<file path="config.mk">
export PLATFORM = sky130hd
export DESIGN_NAME = cpu16_register_file_alu_flat
export DESIGN_NICKNAME = d
export VERILOG_FILES = /design/src/rtl/crf_pkg.sv /design/src/rtl/crf_if.sv /design/src/rtl/crf_front.sv /design/src/rtl/crf_queue.sv /design/src/rtl/crf_back.sv /design/src/rtl/cpu16_register_file_alu.sv /design/src/flat_wrapper.sv
export VERILOG_INCLUDE_DIRS = /design/src /design/src/rtl
export SDC_FILE = /design/constraint.sdc
export NUM_CORES = 1
export LEC_CHECK = 0
export BUFFER_PORTS_ARGS = -buffer_cell sky130_fd_sc_hd__buf_2
export CAP_MARGIN = 10
export CORE_ASPECT_RATIO = 1.5
export CORE_MARGIN = 1
export CORE_UTILIZATION = 52
export DETAILED_ROUTE_END_ITERATION = 7
export PLACE_DENSITY = 0.77
export SKIP_LAST_GASP = 1
export SLEW_MARGIN = 20
export SYNTH_ARGS = -nofsm -noshare
export SYNTH_HDL_FRONTEND = slang
export SYNTH_HIERARCHICAL = 1
export SYNTH_SLANG_ARGS = --single-unit
</file>
<file path="constraint.sdc">
create_clock -name clock -period 15.75 [get_ports clock]
set_clock_uncertainty 0.1 [all_clocks]
set_input_delay 3.9375 -clock clock [delete_from_list [all_inputs] [get_ports clock]]
set_output_delay 3.9375 -clock clock [all_outputs]
set_load 0.005 [all_outputs]
</file>
<file path="src/rtl/cpu16_register_file_alu_macros.svh">
// Assertion macros shared by the register-file ALU block.
`ifndef CPU16_REGISTER_FILE_ALU_MACROS_SVH
`define CPU16_REGISTER_FILE_ALU_MACROS_SVH

// Same-cycle implication, sampled on clock, off during reset.
`define CRF_ASSERT_IMP(label, ante, cons, msg) \
   label: assert property (@(posedge clock) disable iff (reset) (ante) |-> (cons)) \
      else $error(msg);

// Next-cycle implication, sampled on clock, off during reset.
`define CRF_ASSERT_NXT(label, ante, cons, msg) \
   label: assert property (@(posedge clock) disable iff (reset) (ante) |=> (cons)) \
      else $error(msg);

`endif

</file>
<file path="src/rtl/crf_pkg.sv">
// Types and constants for the register-file ALU block.
package crf_pkg;

   localparam int NUM_REGS  = 12;
   localparam int BYTE_REGS = 4;
   localparam int REG_IDX_W = $clog2(NUM_REGS);

   localparam int QUEUE_DEPTH = 2;
   localparam int QPTR_W      = (QUEUE_DEPTH > 1) ? $clog2(QUEUE_DEPTH) : 1;
   localparam int QCNT_W      = $clog2(QUEUE_DEPTH + 1);
   localparam logic [QCNT_W-1:0] QUEUE_FULL_CNT = QCNT_W'(QUEUE_DEPTH);

   localparam logic [15:0] HIGH_MASK = 16'b1111111100000000;
   localparam logic [15:0] LOW_MASK  = 16'b0000000011111111;
   localparam logic [7:0]  BYTE_MASK = 8'b11111111;

   localparam logic [2:0] KIND_MOV_IMM = 3'd0;
   localparam logic [2:0] KIND_MOV_REG = 3'd1;
   localparam logic [2:0] KIND_SUB_REG = 3'd2;
   localparam logic [2:0] KIND_CMP_REG = 3'd3;
   localparam logic [2:0] KIND_ADD_IMM = 3'd4;
   localparam logic [2:0] KIND_SUB_IMM = 3'd5;

   localparam logic [1:0] PART_CODE_WORD = 2'd0;
   localparam logic [1:0] PART_CODE_LO   = 2'd1;
   localparam logic [1:0] PART_CODE_HI   = 2'd2;

   typedef enum logic [1:0] {
      PART_WORD = 2'd0,
      PART_LO   = 2'd1,
      PART_HI   = 2'd2
   } crf_part_type;

   typedef enum logic [2:0] {
      OP_NOP = 3'd0,
      OP_MOV = 3'd1,
      OP_ADD = 3'd2,
      OP_SUB = 3'd3,
      OP_CMP = 3'd4
   } crf_op_type;

   typedef struct packed {
      crf_op_type            op;
      logic                  src_is_reg;
      logic                  zero_dest;
      logic [REG_IDX_W-1:0]  dest_idx;
      crf_part_type          dest_part;
      logic [REG_IDX_W-1:0]  src_idx;
      crf_part_type          src_part;
      logic [15:0]           imm;
   } crf_uop_type;

   typedef struct packed {
      logic              full;
      logic              empty;
      logic [QCNT_W-1:0] count;
   } crf_qstat_type;

endpackage

</file>
<file path="src/rtl/crf_if.sv">
// Request and response channel interfaces for the register-file ALU block.
interface crf_req_if;
   logic        valid;
   logic        ready;
   logic [2:0]  kind;
   logic [3:0]  dest_reg;
   logic [1:0]  dest_part;
   logic [3:0]  src_reg;
   logic [1:0]  src_part;
   logic [15:0] immediate;

   modport source (output valid, kind, dest_reg, dest_part, src_reg, src_part, immediate,
                   input ready);
   modport sink   (input valid, kind, dest_reg, dest_part, src_reg, src_part, immediate,
                   output ready);
endinterface

interface crf_rsp_if;
   logic        valid;
   logic        ready;
   logic [15:0] dest_value;
   logic        sign_out;
   logic        zero_out;

   modport source (output valid, dest_value, sign_out, zero_out, input ready);
   modport sink   (input valid, dest_value, sign_out, zero_out, output ready);
endinterface

</file>
<file path="src/rtl/crf_front.sv">
// Front end: accepts request beats and decodes them into micro-ops.
module crf_front (
   crf_req_if.sink                req_bus,
   input  crf_pkg::crf_qstat_type q_stat,
   output logic                   push,
   output crf_pkg::crf_uop_type   push_uop
);

   logic dest_ok;
   logic src_ok;
   logic dest_bytes;
   logic src_bytes;

   assign req_bus.ready = !q_stat.full;
   assign push          = req_bus.valid && !q_stat.full;

   assign dest_ok    = req_bus.dest_reg < 4'(crf_pkg::NUM_REGS);
   assign src_ok     = req_bus.src_reg < 4'(crf_pkg::NUM_REGS);
   assign dest_bytes = req_bus.dest_reg < 4'(crf_pkg::BYTE_REGS);
   assign src_bytes  = req_bus.src_reg < 4'(crf_pkg::BYTE_REGS);

   always_comb begin
      push_uop            = '0;
      push_uop.op         = crf_pkg::OP_NOP;
      push_uop.imm        = req_bus.immediate;
      push_uop.dest_part  = crf_pkg::PART_WORD;
      push_uop.src_part   = crf_pkg::PART_WORD;

      case (req_bus.kind)
         crf_pkg::KIND_MOV_IMM: begin
            push_uop.op = crf_pkg::OP_MOV;
         end
         crf_pkg::KIND_MOV_REG: begin
            push_uop.op         = crf_pkg::OP_MOV;
            push_uop.src_is_reg = 1'b1;
         end
         crf_pkg::KIND_SUB_REG: begin
            push_uop.op         = crf_pkg::OP_SUB;
            push_uop.src_is_reg = 1'b1;
         end
         crf_pkg::KIND_CMP_REG: begin
            push_uop.op         = crf_pkg::OP_CMP;
            push_uop.src_is_reg = 1'b1;
         end
         crf_pkg::KIND_ADD_IMM: begin
            push_uop.op = crf_pkg::OP_ADD;
         end
         crf_pkg::KIND_SUB_IMM: begin
            push_uop.op = crf_pkg::OP_SUB;
         end
         default: begin
            push_uop.op = crf_pkg::OP_NOP;
         end
      endcase

      if (dest_bytes) begin
         case (req_bus.dest_part)
            crf_pkg::PART_CODE_LO: push_uop.dest_part = crf_pkg::PART_LO;
            crf_pkg::PART_CODE_HI: push_uop.dest_part = crf_pkg::PART_HI;
            default:               push_uop.dest_part = crf_pkg::PART_WORD;
         endcase
      end
      if (src_bytes) begin
         case (req_bus.src_part)
            crf_pkg::PART_CODE_LO: push_uop.src_part = crf_pkg::PART_LO;
            crf_pkg::PART_CODE_HI: push_uop.src_part = crf_pkg::PART_HI;
            default:               push_uop.src_part = crf_pkg::PART_WORD;
         endcase
      end

      if (dest_ok) begin
         push_uop.dest_idx = req_bus.dest_reg;
      end
      if (push_uop.src_is_reg && src_ok) begin
         push_uop.src_idx = req_bus.src_reg;
      end

      // out-of-range register: no effect, zero value
      if (!dest_ok || (push_uop.src_is_reg && !src_ok)) begin
         push_uop.op        = crf_pkg::OP_NOP;
         push_uop.zero_dest = 1'b1;
      end
   end

endmodule

</file>
<file path="src/rtl/crf_queue.sv">
// Small FIFO of decoded micro-ops between front and back end.
module crf_queue (
   input  logic                   clock,
   input  logic                   reset,
   input  logic                   push,
   input  crf_pkg::crf_uop_type   push_uop,
   input  logic                   pop,
   output crf_pkg::crf_uop_type   head_uop,
   output crf_pkg::crf_qstat_type q_stat
);

   crf_pkg::crf_uop_type              entry_ff [crf_pkg::QUEUE_DEPTH];
   logic [crf_pkg::QPTR_W-1:0]        wr_ptr_ff, wr_ptr_in;
   logic [crf_pkg::QPTR_W-1:0]        rd_ptr_ff, rd_ptr_in;
   logic [crf_pkg::QCNT_W-1:0]        count_ff, count_in;

   localparam logic [crf_pkg::QPTR_W-1:0] LastPtr = crf_pkg::QPTR_W'(crf_pkg::QUEUE_DEPTH - 1);

   assign head_uop     = entry_ff[rd_ptr_ff];
   assign q_stat.full  = count_ff == crf_pkg::QUEUE_FULL_CNT;
   assign q_stat.empty = count_ff == '0;
   assign q_stat.count = count_ff;

   always_comb begin
      wr_ptr_in = wr_ptr_ff;
      rd_ptr_in = rd_ptr_ff;
      count_in  = count_ff;
      if (push) begin
         wr_ptr_in = (wr_ptr_ff == LastPtr) ? '0 : wr_ptr_ff + 1'b1;
      end
      if (pop) begin
         rd_ptr_in = (rd_ptr_ff == LastPtr) ? '0 : rd_ptr_ff + 1'b1;
      end
      case ({push, pop})
         2'b10:   count_in = count_ff + 1'b1;
         2'b01:   count_in = count_ff - 1'b1;
         default: count_in = count_ff;
      endcase
   end

   always_ff @(posedge clock) begin
      if (reset) begin
         wr_ptr_ff <= '0;
         rd_ptr_ff <= '0;
         count_ff  <= '0;
      end else begin
         wr_ptr_ff <= wr_ptr_in;
         rd_ptr_ff <= rd_ptr_in;
         count_ff  <= count_in;
      end
   end

   always_ff @(posedge clock) begin
      if (push) begin
         entry_ff[wr_ptr_ff] <= push_uop;
      end
   end

endmodule

</file>
<file path="src/rtl/crf_back.sv">
// Back end: register file read with bypass, ALU, flags and response register.
module crf_back (
   input  logic                   clock,
   input  logic                   reset,
   input  crf_pkg::crf_uop_type   head_uop,
   input  crf_pkg::crf_qstat_type q_stat,
   output logic                   pop,
   crf_rsp_if.source              rsp_bus
);

   localparam int IdxW = crf_pkg::REG_IDX_W;

   logic [15:0]                  regfile_ff [crf_pkg::NUM_REGS];
   logic [crf_pkg::NUM_REGS-1:0] rf_valid_ff;

   logic                 ex_valid_ff;
   crf_pkg::crf_uop_type ex_uop_ff;
   logic [15:0]          rd_dest_ff;
   logic [15:0]          rd_src_ff;

   logic                 sign_ff, sign_in;
   logic                 zero_ff, zero_in;

   logic                 rsp_valid_ff;
   logic [15:0]          rsp_value_ff, rsp_value_in;
   logic                 rsp_sign_ff;
   logic                 rsp_zero_ff;

   logic                 advance;
   logic                 wr_en;
   logic [IdxW-1:0]      wr_idx;
   logic [15:0]          regfile_in;
   logic                 byte_op;
   logic                 set_flags;
   logic                 writes;
   logic [15:0]          src_val;
   logic [15:0]          operand;
   logic [15:0]          dest_val;
   logic [15:0]          alu_res;
   logic [15:0]          wr_val;

   assign advance = ex_valid_ff && (!rsp_valid_ff || rsp_bus.ready);
   assign pop     = !q_stat.empty && (!ex_valid_ff || advance);

   assign byte_op   = ex_uop_ff.dest_part != crf_pkg::PART_WORD;
   assign set_flags = (ex_uop_ff.op == crf_pkg::OP_ADD) || (ex_uop_ff.op == crf_pkg::OP_SUB)
                      || (ex_uop_ff.op == crf_pkg::OP_CMP);
   assign writes    = (ex_uop_ff.op == crf_pkg::OP_ADD) || (ex_uop_ff.op == crf_pkg::OP_SUB)
                      || (ex_uop_ff.op == crf_pkg::OP_MOV);

   always_comb begin
      case (ex_uop_ff.src_part)
         crf_pkg::PART_LO: src_val = {8'd0, rd_src_ff[7:0]};
         crf_pkg::PART_HI: src_val = {8'd0, rd_src_ff[15:8]};
         default:          src_val = rd_src_ff;
      endcase
      if (!ex_uop_ff.src_is_reg) begin
         src_val = ex_uop_ff.imm;
      end
      operand = byte_op ? (src_val & crf_pkg::LOW_MASK) : src_val;

      case (ex_uop_ff.dest_part)
         crf_pkg::PART_LO: dest_val = {8'd0, rd_dest_ff[7:0]};
         crf_pkg::PART_HI: dest_val = {8'd0, rd_dest_ff[15:8]};
         default:          dest_val = rd_dest_ff;
      endcase

      if (ex_uop_ff.op == crf_pkg::OP_ADD) begin
         alu_res = dest_val + operand;
      end else begin
         alu_res = dest_val - operand;
      end

      wr_val = (ex_uop_ff.op == crf_pkg::OP_MOV) ? operand : alu_res;
      case (ex_uop_ff.dest_part)
         crf_pkg::PART_LO: regfile_in = (rd_dest_ff & crf_pkg::HIGH_MASK)
                                        | {8'd0, wr_val[7:0] & crf_pkg::BYTE_MASK};
         crf_pkg::PART_HI: regfile_in = (rd_dest_ff & crf_pkg::LOW_MASK)
                                        | {wr_val[7:0] & crf_pkg::BYTE_MASK, 8'd0};
         default:          regfile_in = wr_val;
      endcase

      sign_in = sign_ff;
      zero_in = zero_ff;
      if (set_flags) begin
         sign_in = byte_op ? alu_res[7] : alu_res[15];
         zero_in = byte_op ? (alu_res[7:0] == 8'd0) : (alu_res == 16'd0);
      end

      if (ex_uop_ff.zero_dest) begin
         rsp_value_in = '0;
      end else if (writes) begin
         rsp_value_in = regfile_in;
      end else begin
         rsp_value_in = rd_dest_ff;
      end
   end

   assign wr_en  = advance && writes;
   assign wr_idx = ex_uop_ff.dest_idx;

   // register file; an entry never written reads as zero
   always_ff @(posedge clock) begin
      if (wr_en) begin
         regfile_ff[wr_idx] <= regfile_in;
      end
   end

   always_ff @(posedge clock) begin
      if (reset) begin
         rf_valid_ff <= '0;
      end else if (wr_en) begin
         rf_valid_ff[wr_idx] <= 1'b1;
      end
   end

   // operand read with bypass of the write retiring this cycle
   always_ff @(posedge clock) begin
      if (pop) begin
         ex_uop_ff <= head_uop;
         if (wr_en && (wr_idx == head_uop.dest_idx)) begin
            rd_dest_ff <= regfile_in;
         end else if (rf_valid_ff[head_uop.dest_idx]) begin
            rd_dest_ff <= regfile_ff[head_uop.dest_idx];
         end else begin
            rd_dest_ff <= '0;
         end
         if (wr_en && (wr_idx == head_uop.src_idx)) begin
            rd_src_ff <= regfile_in;
         end else if (rf_valid_ff[head_uop.src_idx]) begin
            rd_src_ff <= regfile_ff[head_uop.src_idx];
         end else begin
            rd_src_ff <= '0;
         end
      end
   end

   always_ff @(posedge clock) begin
      if (reset) begin
         ex_valid_ff  <= 1'b0;
         rsp_valid_ff <= 1'b0;
         sign_ff      <= 1'b0;
         zero_ff      <= 1'b0;
      end else begin
         if (pop) begin
            ex_valid_ff <= 1'b1;
         end else if (advance) begin
            ex_valid_ff <= 1'b0;
         end
         if (advance) begin
            rsp_valid_ff <= 1'b1;
            sign_ff      <= sign_in;
            zero_ff      <= zero_in;
         end else if (rsp_bus.ready) begin
            rsp_valid_ff <= 1'b0;
         end
      end
   end

   always_ff @(posedge clock) begin
      if (advance) begin
         rsp_value_ff <= rsp_value_in;
         rsp_sign_ff  <= sign_in;
         rsp_zero_ff  <= zero_in;
      end
   end

   assign rsp_bus.valid      = rsp_valid_ff;
   assign rsp_bus.dest_value = rsp_value_ff;
   assign rsp_bus.sign_out   = rsp_sign_ff;
   assign rsp_bus.zero_out   = rsp_zero_ff;

endmodule

</file>
<file path="src/rtl/cpu16_register_file_alu.sv">
// Executes mov/add/sub/cmp operations on a twelve-entry 16-bit register file.
// One request beat per clock is accepted and one response beat per clock is
// returned when the response side is ready; a request moves through a queue
// slot, the operand registers and the response register. The rate is set by
// the single read-modify-write of the register file in the back end, which
// forwards the retiring write to the next operand read. A two-entry queue
// sits between the decode front end and the back end; req ready drops only
// when it fills. Register file and flags reset to zero with no clearing pass.
`include "cpu16_register_file_alu_macros.svh"

module cpu16_register_file_alu (
   input logic       clock,
   input logic       reset,
   crf_req_if.sink   req_bus,
   crf_rsp_if.source rsp_bus
);

   logic                   q_push;
   logic                   q_pop;
   crf_pkg::crf_uop_type   q_push_uop;
   crf_pkg::crf_uop_type   q_head_uop;
   crf_pkg::crf_qstat_type q_stat;

   crf_front u_front (
      .req_bus  (req_bus),
      .q_stat   (q_stat),
      .push     (q_push),
      .push_uop (q_push_uop)
   );

   crf_queue u_queue (
      .clock    (clock),
      .reset    (reset),
      .push     (q_push),
      .push_uop (q_push_uop),
      .pop      (q_pop),
      .head_uop (q_head_uop),
      .q_stat   (q_stat)
   );

   crf_back u_back (
      .clock    (clock),
      .reset    (reset),
      .head_uop (q_head_uop),
      .q_stat   (q_stat),
      .pop      (q_pop),
      .rsp_bus  (rsp_bus)
   );

   `CRF_ASSERT_NXT(a_push_lands, q_push && !q_pop, q_stat.count != '0, "queue lost a beat")
   `CRF_ASSERT_IMP(a_pop_nonempty, q_pop, !q_stat.empty, "pop from empty queue")
   `CRF_ASSERT_IMP(a_count_bound, 1'b1, q_stat.count <= crf_pkg::QUEUE_FULL_CNT, "queue overflow")

endmodule
</file>
<file path="src/flat_wrapper.sv">
// flat-port wrapper written by rule: the top's interface ports become plain ports
module cpu16_register_file_alu_flat 
  (clock, reset, req_bus_valid, req_bus_kind, req_bus_dest_reg, req_bus_dest_part, req_bus_src_reg, req_bus_src_part, req_bus_immediate, req_bus_ready, rsp_bus_valid, rsp_bus_dest_value, rsp_bus_sign_out, rsp_bus_zero_out, rsp_bus_ready);
  crf_req_if req_bus_i ();
  crf_rsp_if rsp_bus_i ();
  input logic clock;
  input logic reset;
  input wire logic [$bits(req_bus_i.valid)-1:0] req_bus_valid;
  input wire logic [$bits(req_bus_i.kind)-1:0] req_bus_kind;
  input wire logic [$bits(req_bus_i.dest_reg)-1:0] req_bus_dest_reg;
  input wire logic [$bits(req_bus_i.dest_part)-1:0] req_bus_dest_part;
  input wire logic [$bits(req_bus_i.src_reg)-1:0] req_bus_src_reg;
  input wire logic [$bits(req_bus_i.src_part)-1:0] req_bus_src_part;
  input wire logic [$bits(req_bus_i.immediate)-1:0] req_bus_immediate;
  output wire logic [$bits(req_bus_i.ready)-1:0] req_bus_ready;
  output wire logic [$bits(rsp_bus_i.valid)-1:0] rsp_bus_valid;
  output wire logic [$bits(rsp_bus_i.dest_value)-1:0] rsp_bus_dest_value;
  output wire logic [$bits(rsp_bus_i.sign_out)-1:0] rsp_bus_sign_out;
  output wire logic [$bits(rsp_bus_i.zero_out)-1:0] rsp_bus_zero_out;
  input wire logic [$bits(rsp_bus_i.ready)-1:0] rsp_bus_ready;
  assign req_bus_i.valid = req_bus_valid;
  assign req_bus_i.kind = req_bus_kind;
  assign req_bus_i.dest_reg = req_bus_dest_reg;
  assign req_bus_i.dest_part = req_bus_dest_part;
  assign req_bus_i.src_reg = req_bus_src_reg;
  assign req_bus_i.src_part = req_bus_src_part;
  assign req_bus_i.immediate = req_bus_immediate;
  assign req_bus_ready = req_bus_i.ready;
  assign rsp_bus_valid = rsp_bus_i.valid;
  assign rsp_bus_dest_value = rsp_bus_i.dest_value;
  assign rsp_bus_sign_out = rsp_bus_i.sign_out;
  assign rsp_bus_zero_out = rsp_bus_i.zero_out;
  assign rsp_bus_i.ready = rsp_bus_ready;
  cpu16_register_file_alu u_core (.clock(clock), .reset(reset), .req_bus(req_bus_i), .rsp_bus(rsp_bus_i));
endmodule
</file>
# == Yosys cells after proc, flatten, opt, wreduce, memory -nomap -nowiden ==
# Memory sizes are Yosys's and may differ from the RTL's. A register that Yosys moved wholly into a read port is not among the register bits.
# Index checks and enable logic that the tools add are counted.
# totals
reg_bits,99
latchBits,0
mem_bits_rw,258
romBits,0
inputBits,35
output_inout_bits,20
wordCells,138
memories,2
# memory_table
name,words,word_bits,read_ports,rd_clocked_by_memory_dff,write_ports,line_no,rtl
u_core.u_back.regfile_ff,12,16,2,0,1,crf_back.sv:13,logic [15:0] regfile_ff [crf_pkg::NUM_REGS];
u_core.u_queue.entry_ff,2,33,1,1,1,crf_queue.sv:12,crf_pkg::crf_uop_type entry_ff [crf_pkg::QUEUE_DEPTH];
# classes
addsub,6
mul,0
div,0
order_cmp,8
eq_ne,22
shift,0
n_mux,45
n_bitwise,3
reduce_logical,32
# op_table
cell,count
16-bit two-way mux,9
16-bit one-hot mux with 2 select lines,3
1-bit two-way mux,21
16-bit adder,1
16-bit logical NOT,1
16-bit by 8-bit bitwise OR with 16-bit output,1
8-bit by 16-bit bitwise OR with 16-bit output,1
16-bit subtractor,1
4-bit by 5-bit < comparator with 1-bit output (second input constant),3
2-bit == test (second input constant),6
3-bit by 2-bit == test with 1-bit output (second input constant),4
12-bit bitwise OR,1
2-bit one-hot mux with 2 select lines,3
3-bit one-hot mux with 4 select lines,1
2-bit by 1-bit == test with 1-bit output (second input constant),5
3-bit == test (second input constant),3
1-bit logical AND,9
1-bit binary-select mux with 4-bit select,2
4-bit == test,2
8-bit logical NOT,1
4-bit by 3-bit < comparator with 1-bit output (second input constant),2
4-bit < comparator (second input constant),2
4-bit two-way mux,2
2-bit nonzero test,4
14 further kinds,28

# == Longest topological paths before layout ==
# Gate-level depths: netlist (run 1).
# logic_depth
ltp_word,10
mapped_depth,22
depth_no_buf,20

# == Cells and area by module ==
# The synthesis (run 1) kept the hierarchy.
# by_module_without_submodules
mod,n_inst,cells_per_inst,area_per_inst_um2,seq_area_each_um2
crf_back,1,1078,14944.3,8458.1
crf_queue,1,125,2578.7,2082.0
crf_front,1,47,322.8,0.0

# == Worst setup path after synthesis (run 1) ==
# No wires, ideal clock.
# synth_path
path_type,in2reg
start,input port rsp_bus_ready
end,register u_core/u_queue/count_ff[1] (netlist bit)
setup_time_ns,0.070
arrival_ns,8.249
t_required_ns,15.580
slack_ns,7.331
cell_stages,5
path_buffers,0
path_cell_list,nor2b_1 a21oi_1 ha_1 or3_1 a21oi_1
# synth_via
elab_chain_cells,6
word_cells_on_any_way,8
cone_classes,eq/ne (2); mux (1); reduce/logical (5)
# synth_lines
item,line_no,rtl
start: declaration,flat_wrapper.sv:20,input wire logic [$bits(rsp_bus_i.ready)-1:0] rsp_bus_ready;
1-bit logical OR (*),crf_back.sv:42,assign advance = ex_valid_ff && (!rsp_valid_ff || rsp_bus.ready);
1-bit logical AND (*),crf_back.sv:42,
1-bit logical OR (*),crf_back.sv:43,assign pop = !q_stat.empty && (!ex_valid_ff || advance);
1-bit logical AND (*),crf_back.sv:43,
via u_core.q_pop,cpu16_register_file_alu.sv:19,logic q_pop;
2-bit by 1-bit == test with 1-bit output or 2-bit == test (tied branches),crf_queue.sv:34,"case ({push, pop})"
2-bit one-hot mux with 2 select lines or 2-bit nonzero test (tied branches),n/a,
end signal: assignment,crf_queue.sv:49,count_ff <= count_in;
end: declaration,crf_queue.sv:15,"logic [crf_pkg::QCNT_W-1:0] count_ff, count_in;"
# Mark *: on every way through the listed nets, which the timed path passes. The rest lies on a longest branch.
# A chain may end at the register's enable or synchronous reset.

# == Final worst setup path (run 1) ==
# layout_path
start,register u_core/u_back/ex_uop_ff[23] (netlist bit)
end,memory u_core.u_back.regfile_ff[1][12] (data pin)
# layout_via
elab_chain_cells,7
word_cells_on_any_way,11
cone_classes,add/sub (2); eq/ne (2); mux (5); bitwise (1); reduce/logical (1)
# layout_lines
item,line_no,rtl
start: declaration,crf_back.sv:17,crf_pkg::crf_uop_type ex_uop_ff;
start signal: assignment,crf_back.sv:120,ex_uop_ff <= head_uop;
2-bit == test or 2-bit by 1-bit == test with 1-bit output (tied branches),"crf_back.sv:62, crf_back.sv:75",
16-bit one-hot mux with 2 select lines,crf_back.sv:62,case (ex_uop_ff.dest_part)
16-bit subtractor or 16-bit adder (tied branches),"crf_back.sv:71, crf_back.sv:69",
16-bit two-way mux,crf_back.sv:68,if (ex_uop_ff.op == crf_pkg::OP_ADD) begin
16-bit two-way mux,crf_back.sv:74,wr_val = (ex_uop_ff.op == crf_pkg::OP_MOV) ? operand : alu_res;
8-bit by 16-bit bitwise OR with 16-bit output,crf_back.sv:79,"| {wr_val[7:0] & crf_pkg::BYTE_MASK, 8'd0};"
16-bit one-hot mux with 2 select lines (*),crf_back.sv:75,case (ex_uop_ff.dest_part)
via u_core.u_back.regfile_in[12],crf_back.sv:32,logic [15:0] regfile_in;
end: declaration,crf_back.sv:13,
# Marks and branches as above.

==> qor.csv, run 1 <==
metric,value,unit
pre-CTS WS,9.369,ns
slew margin rel.,0.2006,
post-cts sizing count,0,
initial drt markers,1078,
DRC viols,0,
chip height,228.9,um
number of diodes,0,
Fill cells,2510,
final worst-path setup slack,9.419,ns
"flops & latches, synth",358,
Max Transition Viols Final,0,
crit path max-delay cell type,nor2_1,
iteration count of the initial detailed-routing pass,6,
Final Hold Fails,0,
number of setup violations in the final report,0,
core area,33650,um^2
status,finished clean,
maxcap violations,0,
syn avg cell area,14.28,um^2
fin crit period,6.331,ns
layout cells sized above 1,0.2227,
Critical Path Start Type,flip-flop,
Hold Path End,u_core/u_back/rf_valid_ff[5],
Via Count,11200,
CTS Buffer Depth,3,
Final GP Congestion,0.9903,
antenna violations before repair,0,
aggregate routed wire length,44160,um
num ports,55,
post-CTS setup buffer count,0,
later-pin clock latency in the skew report,0.53,ns
CTS tree,yes,
Root Buffer,clkbuf_16,
Routed Antenna Nets,0,
CP peak stage delay,0.81,ns
hold path cells,2,
register area,10540,um^2
"Core Util, Final",0.5814,
Post-synth EDFFs,337,
total CTS buffers,34,
reg2reg start,u_core/u_back/ex_uop_ff[23],
Syn Inst Count,1250,
clock transition at the registers of the reported paths,0.06,ns
RSZ-0062 raised after global routing,no,
DR vias/cell,6.536,
crit end category,flip-flop,
Critical Path RT,15.80,ns
H-tree levels,2,
CP dominant cell by count,inv_1,
post-layout net count,1329,
Die W,153.3,um
Synth area leader,edfxtp_1,
top_reg_cell synth,edfxtp_1,
Hold/Removal Path Class,flip-flop to flip-flop,
Overflow after GRT,0,
first-pass GRT wire length,67390,um
wire per inst,25.78,um
Num Clock Sinks,358,
largest net degree at the start of global routing,64,
sequential area share after synthesis,0.5906,
asr flop ratio synth,0,
HP Start,u_core/u_back/rf_valid_ff[5],
largest cells by area after synthesis,"edfxtp_1, mux4_2, nor2_1, dfxtp_1, mux2i_1",
vias in the first global route,11410,
reg2reg path depth,16,
Post-Syn Area,17850,um^2
critical path cell sequence,"inv_1, ha_1, inv_1, nor2_1, a22o_1, ha_1, inv_1, fa_1, nor2b_1, o22a_1, a21boi_0, a21oi_1, xor2_1, o211ai_1, a21boi_0, inv_1",
Die Area,35080,um^2
num rows,82,
Worst Path Arrival,6.38,ns
dpl hpwl,30370,um
f_max,0.1579,GHz
Initial Util,0.5303,
multi-input logic area,6774,um^2
Synth cell types,78,
Layout area overhead,9.633,%
Crit Path Class,flip-flop to flip-flop,
number of port buffers,54,
Worst-Margin Slew,1.195,ns
fin crit share,0.4020,
CP Max Fanout,19,
hold buffer count at cts,0,
slack of the worst reg-to-reg path,9.42,ns
gr usage total,0.2587,
post-synth top area share,0.5671,
reg2reg end,u_core/u_back/regfile_ff[1][12],
setup tns final,0,ns
Synthesized Nets,1308,
Synth Warn #,6,
-- cells in the mapped netlist, types with 9 or more instances --
| library cell | count |
|---|---|
| xor2_1 | 20 |
| and2_1 | 12 |
| dfxtp_1 | 21 |
| clkbuf_1 | 51 |
| nor2_1 | 126 |
| nand3_1 | 21 |
| o21ai_0 | 23 |
| mux4_2 | 102 |
| ha_1 | 22 |
| mux2i_1 | 41 |
| and3_1 | 9 |
| buf_4 | 16 |
| mux2_2 | 35 |
| nand2_1 | 42 |
| nand4_1 | 10 |
| xnor2_1 | 15 |
| buf_1 | 17 |
| a21oi_1 | 68 |
| a22oi_1 | 10 |
| o22ai_1 | 30 |
| a211oi_1 | 11 |
| nor2b_1 | 16 |
| nor3_1 | 12 |
| o211ai_1 | 11 |
| edfxtp_1 | 337 |
| nand3b_1 | 9 |
| inv_1 | 38 |
| nand2b_1 | 11 |
-- layout make-up --
class	count	area share
inverters	38	0.007290
repair buffers	78	0.02302
well taps	420	0.02686
flip-flops and latches	358	0.5387
multi-input cells	761	0.3462
clock buffers	43	0.04732
clock inverters	15	0.01055
-- per-stage QoR --
stage | hold slack, ns | instance area, um^2 | std cells
2_1_floorplan | 0.3519 | 17850 | 1250
3_3_place_gp | 0.3690 | 18430 | 1655
3_5_place_dp | 0.3793 | 18430 | 1655
4_1_cts | 0.4005 | 19570 | 1713
5_1_grt | 0.4212 | 19570 | 1713
6_report | 0.4026 | 19570 | 1713
-- cell families (layout without fill, tap and decap cells) --
kind of cell	Yosys count	count (layout)	share of synthesized area
buf+inv	131	174	0.03225
mux	178	178	0.1738
flops	358	358	0.5906
compound gates	217	217	0.08091
fa+ha+maj	23	23	0.01655
xor+xnor	36	36	0.01844
simple gates	307	307	0.08743
-- critical path, delay by kind of cell (launching register included) --
family / cells / cell delay, ns
xor+xnor: 1 / 0.12
buf+inv: 4 / 0.97
simple gates: 2 / 0.99
flops: 1 / 0.36
compound gates: 6 / 1.96
fa+ha+maj: 3 / 1.45
-- cells in the final DEF (no fill, tap or decap), drive strengths merged, types with 15 or more instances in the layout --
cell type  Yosys  final
xor2          20     20
nor2b         16     16
clkbuf        51     43
o22ai         30     30
nand3         21     21
dfxtp         21     21
mux2i         41     41
inv           38     39
buf           42     78
a21oi         69     69
nand2         42     42
mux2          35     35
o21ai         26     26
mux4         102    102
ha            22     22
nor2         126    126
xnor2         15     15
edfxtp       337    337
-- flip-flops by register name, indices dropped and copies added, names as in the netlist, 2 cells and up, named ones only --
signal,count
u_core/u_back/rsp_bus.dest_value,16
u_core/u_back/rd_dest_ff,16
u_core/u_back/regfile_ff,192
u_core/u_queue/entry_ff,66
u_core/u_back/wr_idx,4
u_core/u_queue/count_ff,2
u_core/u_back/ex_uop_ff,25
u_core/u_back/rd_src_ff,16
u_core/u_back/rf_valid_ff,12
-- how the worst max path moves through the flow --
stage / from / endpoint / slack (ns)
global placement: rsp_bus_ready / u_core/u_back/regfile_ff[2][13] / 9.40
CTS: u_core/u_back/ex_uop_ff[17] / u_core/u_back/regfile_ff[2][15] / 9.64
floorplan: rsp_bus_ready / u_core/u_queue/count_ff[1] / 7.33
finish: u_core/u_back/ex_uop_ff[23] / u_core/u_back/regfile_ff[1][12] / 9.42
detailed placement: rsp_bus_ready / u_core/u_back/regfile_ff[2][13] / 9.37
global route: u_core/u_back/ex_uop_ff[23] / u_core/u_back/regfile_ff[1][12] / 9.19
-- layer usage --
layer | share of wire | GRT usage | up-vias
met5 | 0 | 0 | -
met4 | 0.061 | 0.1537 | 0
met3 | 0.058 | 0.03659 | 141
met2 | 0.54 | 0.4757 | 528
met1 | 0.34 | 0.2807 | 5607
li1 | - | - | 4921
Power of run 1 is left out: the tool's default activity adds up to more than one toggle a clock period on the data nets, which glitch-free logic cannot reach.
==> run 2: changes to the inputs <==
Clock period 15.75 ns to 6.1 ns, I/O delays scaled along.
==> run 2 against run 1 <==
Count of clock-buffer cells in the layout decreased by 6. Via count increased by 1.1%. Cell count increased by 0.99%. Non-clock buffer count increased by 16. Sequential share of layout area decreased by 0.10 points. Global-route usage increased by 0.64 points.
==> qor.csv, run 2 (synthesis gave the netlist of run 1 again) <==
metric,value,unit,change
wire per inst,26.14,um,+1.4%
post-layout net count,1345,,+1.2%
Pleak,6.746,nW,
most frequent cells in the layout,"edfxtp_1, nor2_1, mux4_2",,
number of diodes,0,,unchanged
Layout area overhead,9.837,%,
core area,33650,um^2,unchanged
crit path max-delay cell type,ha_1,,
Overflow after GRT,0,,unchanged
DR vias/cell,6.546,,+0.15%
biggest regs,"u_core/u_back/regfile_ff: 192 flops, u_core/u_queue/entry_ff: 66 flops, u_core/u_back/ex_uop_ff: 25 flops",,
vias in the first global route,11830,,+3.7%
Via Count,11330,,+1.1%
CTS tree,yes,,
layout cells sized above 1,0.2344,,+0.01161
fin crit period,5.569,ns,-0.7622 ns
final worst-path setup slack,0.5309,ns,-8.888 ns
Critical Path RT,6.19,ns,-9.61 ns
Worst VDD drop,0.2958,mV,
total CTS buffers,34,,unchanged
Initial Util,0.5303,,unchanged
Worst-Margin Slew,0.9053,ns,-0.2893 ns
setup tns final,0,ns,unchanged
Largest register FFs,192,,unchanged
slew margin rel.,0.3956,,+0.1950
Max Transition Viols Final,0,,unchanged
critical path cell sequence,"ha_1, and3b_1, a221o_1, inv_1, ha_1, and3_1, a21oi_1, xor2_1, ha_1, and3_1, and3_1, a21boi_0, a21oi_1, xor2_1, o211ai_1, a21boi_0, inv_1",,
Critical Path Start Type,flip-flop,,
CP Max Fanout,15,,-4
status,finished clean,,
number of port buffers,54,,unchanged
clock transition at the registers of the reported paths,0.06,ns,about the same
Post-DP Area,18560,um^2,+0.67%
num ports,55,,unchanged
first-pass GRT wire length,69000,um,+2.4%
largest register by flop count,u_core/u_back/regfile_ff,,
CP peak stage delay,0.54,ns,-0.27 ns
Routed Antenna Nets,0,,unchanged
hold buffer count at cts,0,,unchanged
dpl hpwl,30780,um,+1.4%
later-pin clock latency in the skew report,0.54,ns,about the same
DRC viols,0,,unchanged
post-cts sizing count,0,,unchanged
Hold/Removal Path Class,flip-flop to flip-flop,,
Worst Path Arrival,5.66,ns,-0.72 ns
largest net degree at the start of global routing,64,,unchanged
f_max,0.1796,GHz,+14%
Final Power,0.01215,W,
number of setup violations in the final report,0,,unchanged
RSZ-0062 raised after global routing,no,,
PwrDens,620.0,nW/um^2,
placed cells,1671,,+0.97%
chip height,228.9,um,unchanged
Num Clock Sinks,358,,unchanged
iteration count of the initial detailed-routing pass,5,,-1
pre-CTS WS,0.4096,ns,-8.959 ns
"CP delay by family, top",compound AO/OA/AOI/OAI gates,,
Die Area,35080,um^2,unchanged
initial drt markers,1013,,-6.0%
CP Buf/Inv Count,2,,-2
post-CTS setup buffer count,0,,unchanged
gr usage total,0.2652,,+0.006446
crit end category,flip-flop,,
"commonest non-fill, non-tap cell in the layout",edfxtp_1,,
aggregate routed wire length,45230,um,+2.4%
Crit Path Class,flip-flop to flip-flop,,
slack of the worst reg-to-reg path,0.53,ns,-8.89 ns
final cell count without fillers,1730,,+0.99%
design area,19600,um^2,+0.19%
antenna violations before repair,0,,unchanged
Fill cells,2511,,+0.040%
Die W,153.3,um,unchanged
num rows,82,,unchanged
maxcap violations,0,,unchanged
CTS Buffer Depth,3,,unchanged
fin crit share,0.9130,,+0.5110
Root Buffer,clkbuf_16,,
H-tree levels,2,,unchanged
Final Hold Fails,0,,unchanged
Final GP Congestion,1.080,,+9.1%
run 2: cell count changes in the layout (fill, tap and decap cells not counted), sizes merged:
| cell | previous run | this run |
|---|---|---|
| inv | 39 | 41 |
| clkbuf | 43 | 37 |
| buf | 78 | 93 |
| clkinv | 8 | 15 |
| bufinv | 5 | 1 |
| clkdlybuf4s18 | 0 | 1 |
| clkinvlp | 1 | 3 |
run 2: worst paths after layout:
| path | start | end | depth (start not counted) |
|---|---|---|---|
| max | u_core/u_back/ex_uop_ff[17] | u_core/u_back/regfile_ff[10][12] | 17 |
| max reg2reg | u_core/u_back/ex_uop_ff[17] | u_core/u_back/regfile_ff[10][12] | 17 |
| min | u_core/u_back/rf_valid_ff[3] | u_core/u_back/rf_valid_ff[3] | 2 |
| min reg2reg | u_core/u_back/rf_valid_ff[3] | u_core/u_back/rf_valid_ff[3] | 2 |
run 2: layout make-up:
cell class | instances | area, um^2 | share of cell area
clock buffer | 37 | 883.3 | 0.04507
clock inverter | 22 | 157.7 | 0.008043
inverter | 38 | 142.6 | 0.007277
sequential | 358 | 10540 | 0.5377
multi-input combinational | 761 | 6779 | 0.3458
timing repair buffer | 94 | 573.1 | 0.02924
tap | 420 | 525.5 | 0.02681
run 2: per-stage QoR:
stage	hold slack, ns	util
3_3_place_gp	0.3633	0.5511
4_1_cts	0.3971	0.5824
2_1_floorplan	0.3519	-
3_5_place_dp	0.3814	0.5514
5_1_grt	0.4250	0.5825
6_report	0.3996	0.5825
run 2: worst register-to-register path: stages, from the launching register on:
cell and delay [ns]:
edfxtp_1 0.39, ha_1 0.54, and3b_1 0.29, a221o_1 0.45, inv_1 0.11, ha_1 0.18
and3_1 0.22, a21oi_1 0.10, xor2_1 0.15, ha_1 0.42, and3_1 0.23, and3_1 0.21
a21boi_0 0.33, a21oi_1 0.15, xor2_1 0.26, o211ai_1 0.27, a21boi_0 0.51, inv_1 0.32
run 2: report_power, final:
group          switching, W  internal [W]
Combinational       0.00392       0.00202
Clock              0.000923       0.00110
Sequential         0.000235       0.00395
run 2: layer usage:
metal | part of all wire | track usage
met5 | 0 | 0
met4 | 0.077 | 0.1834
met3 | 0.064 | 0.03944
met2 | 0.53 | 0.4745
met1 | 0.33 | 0.2877
(Power assumes the default switching activity.)
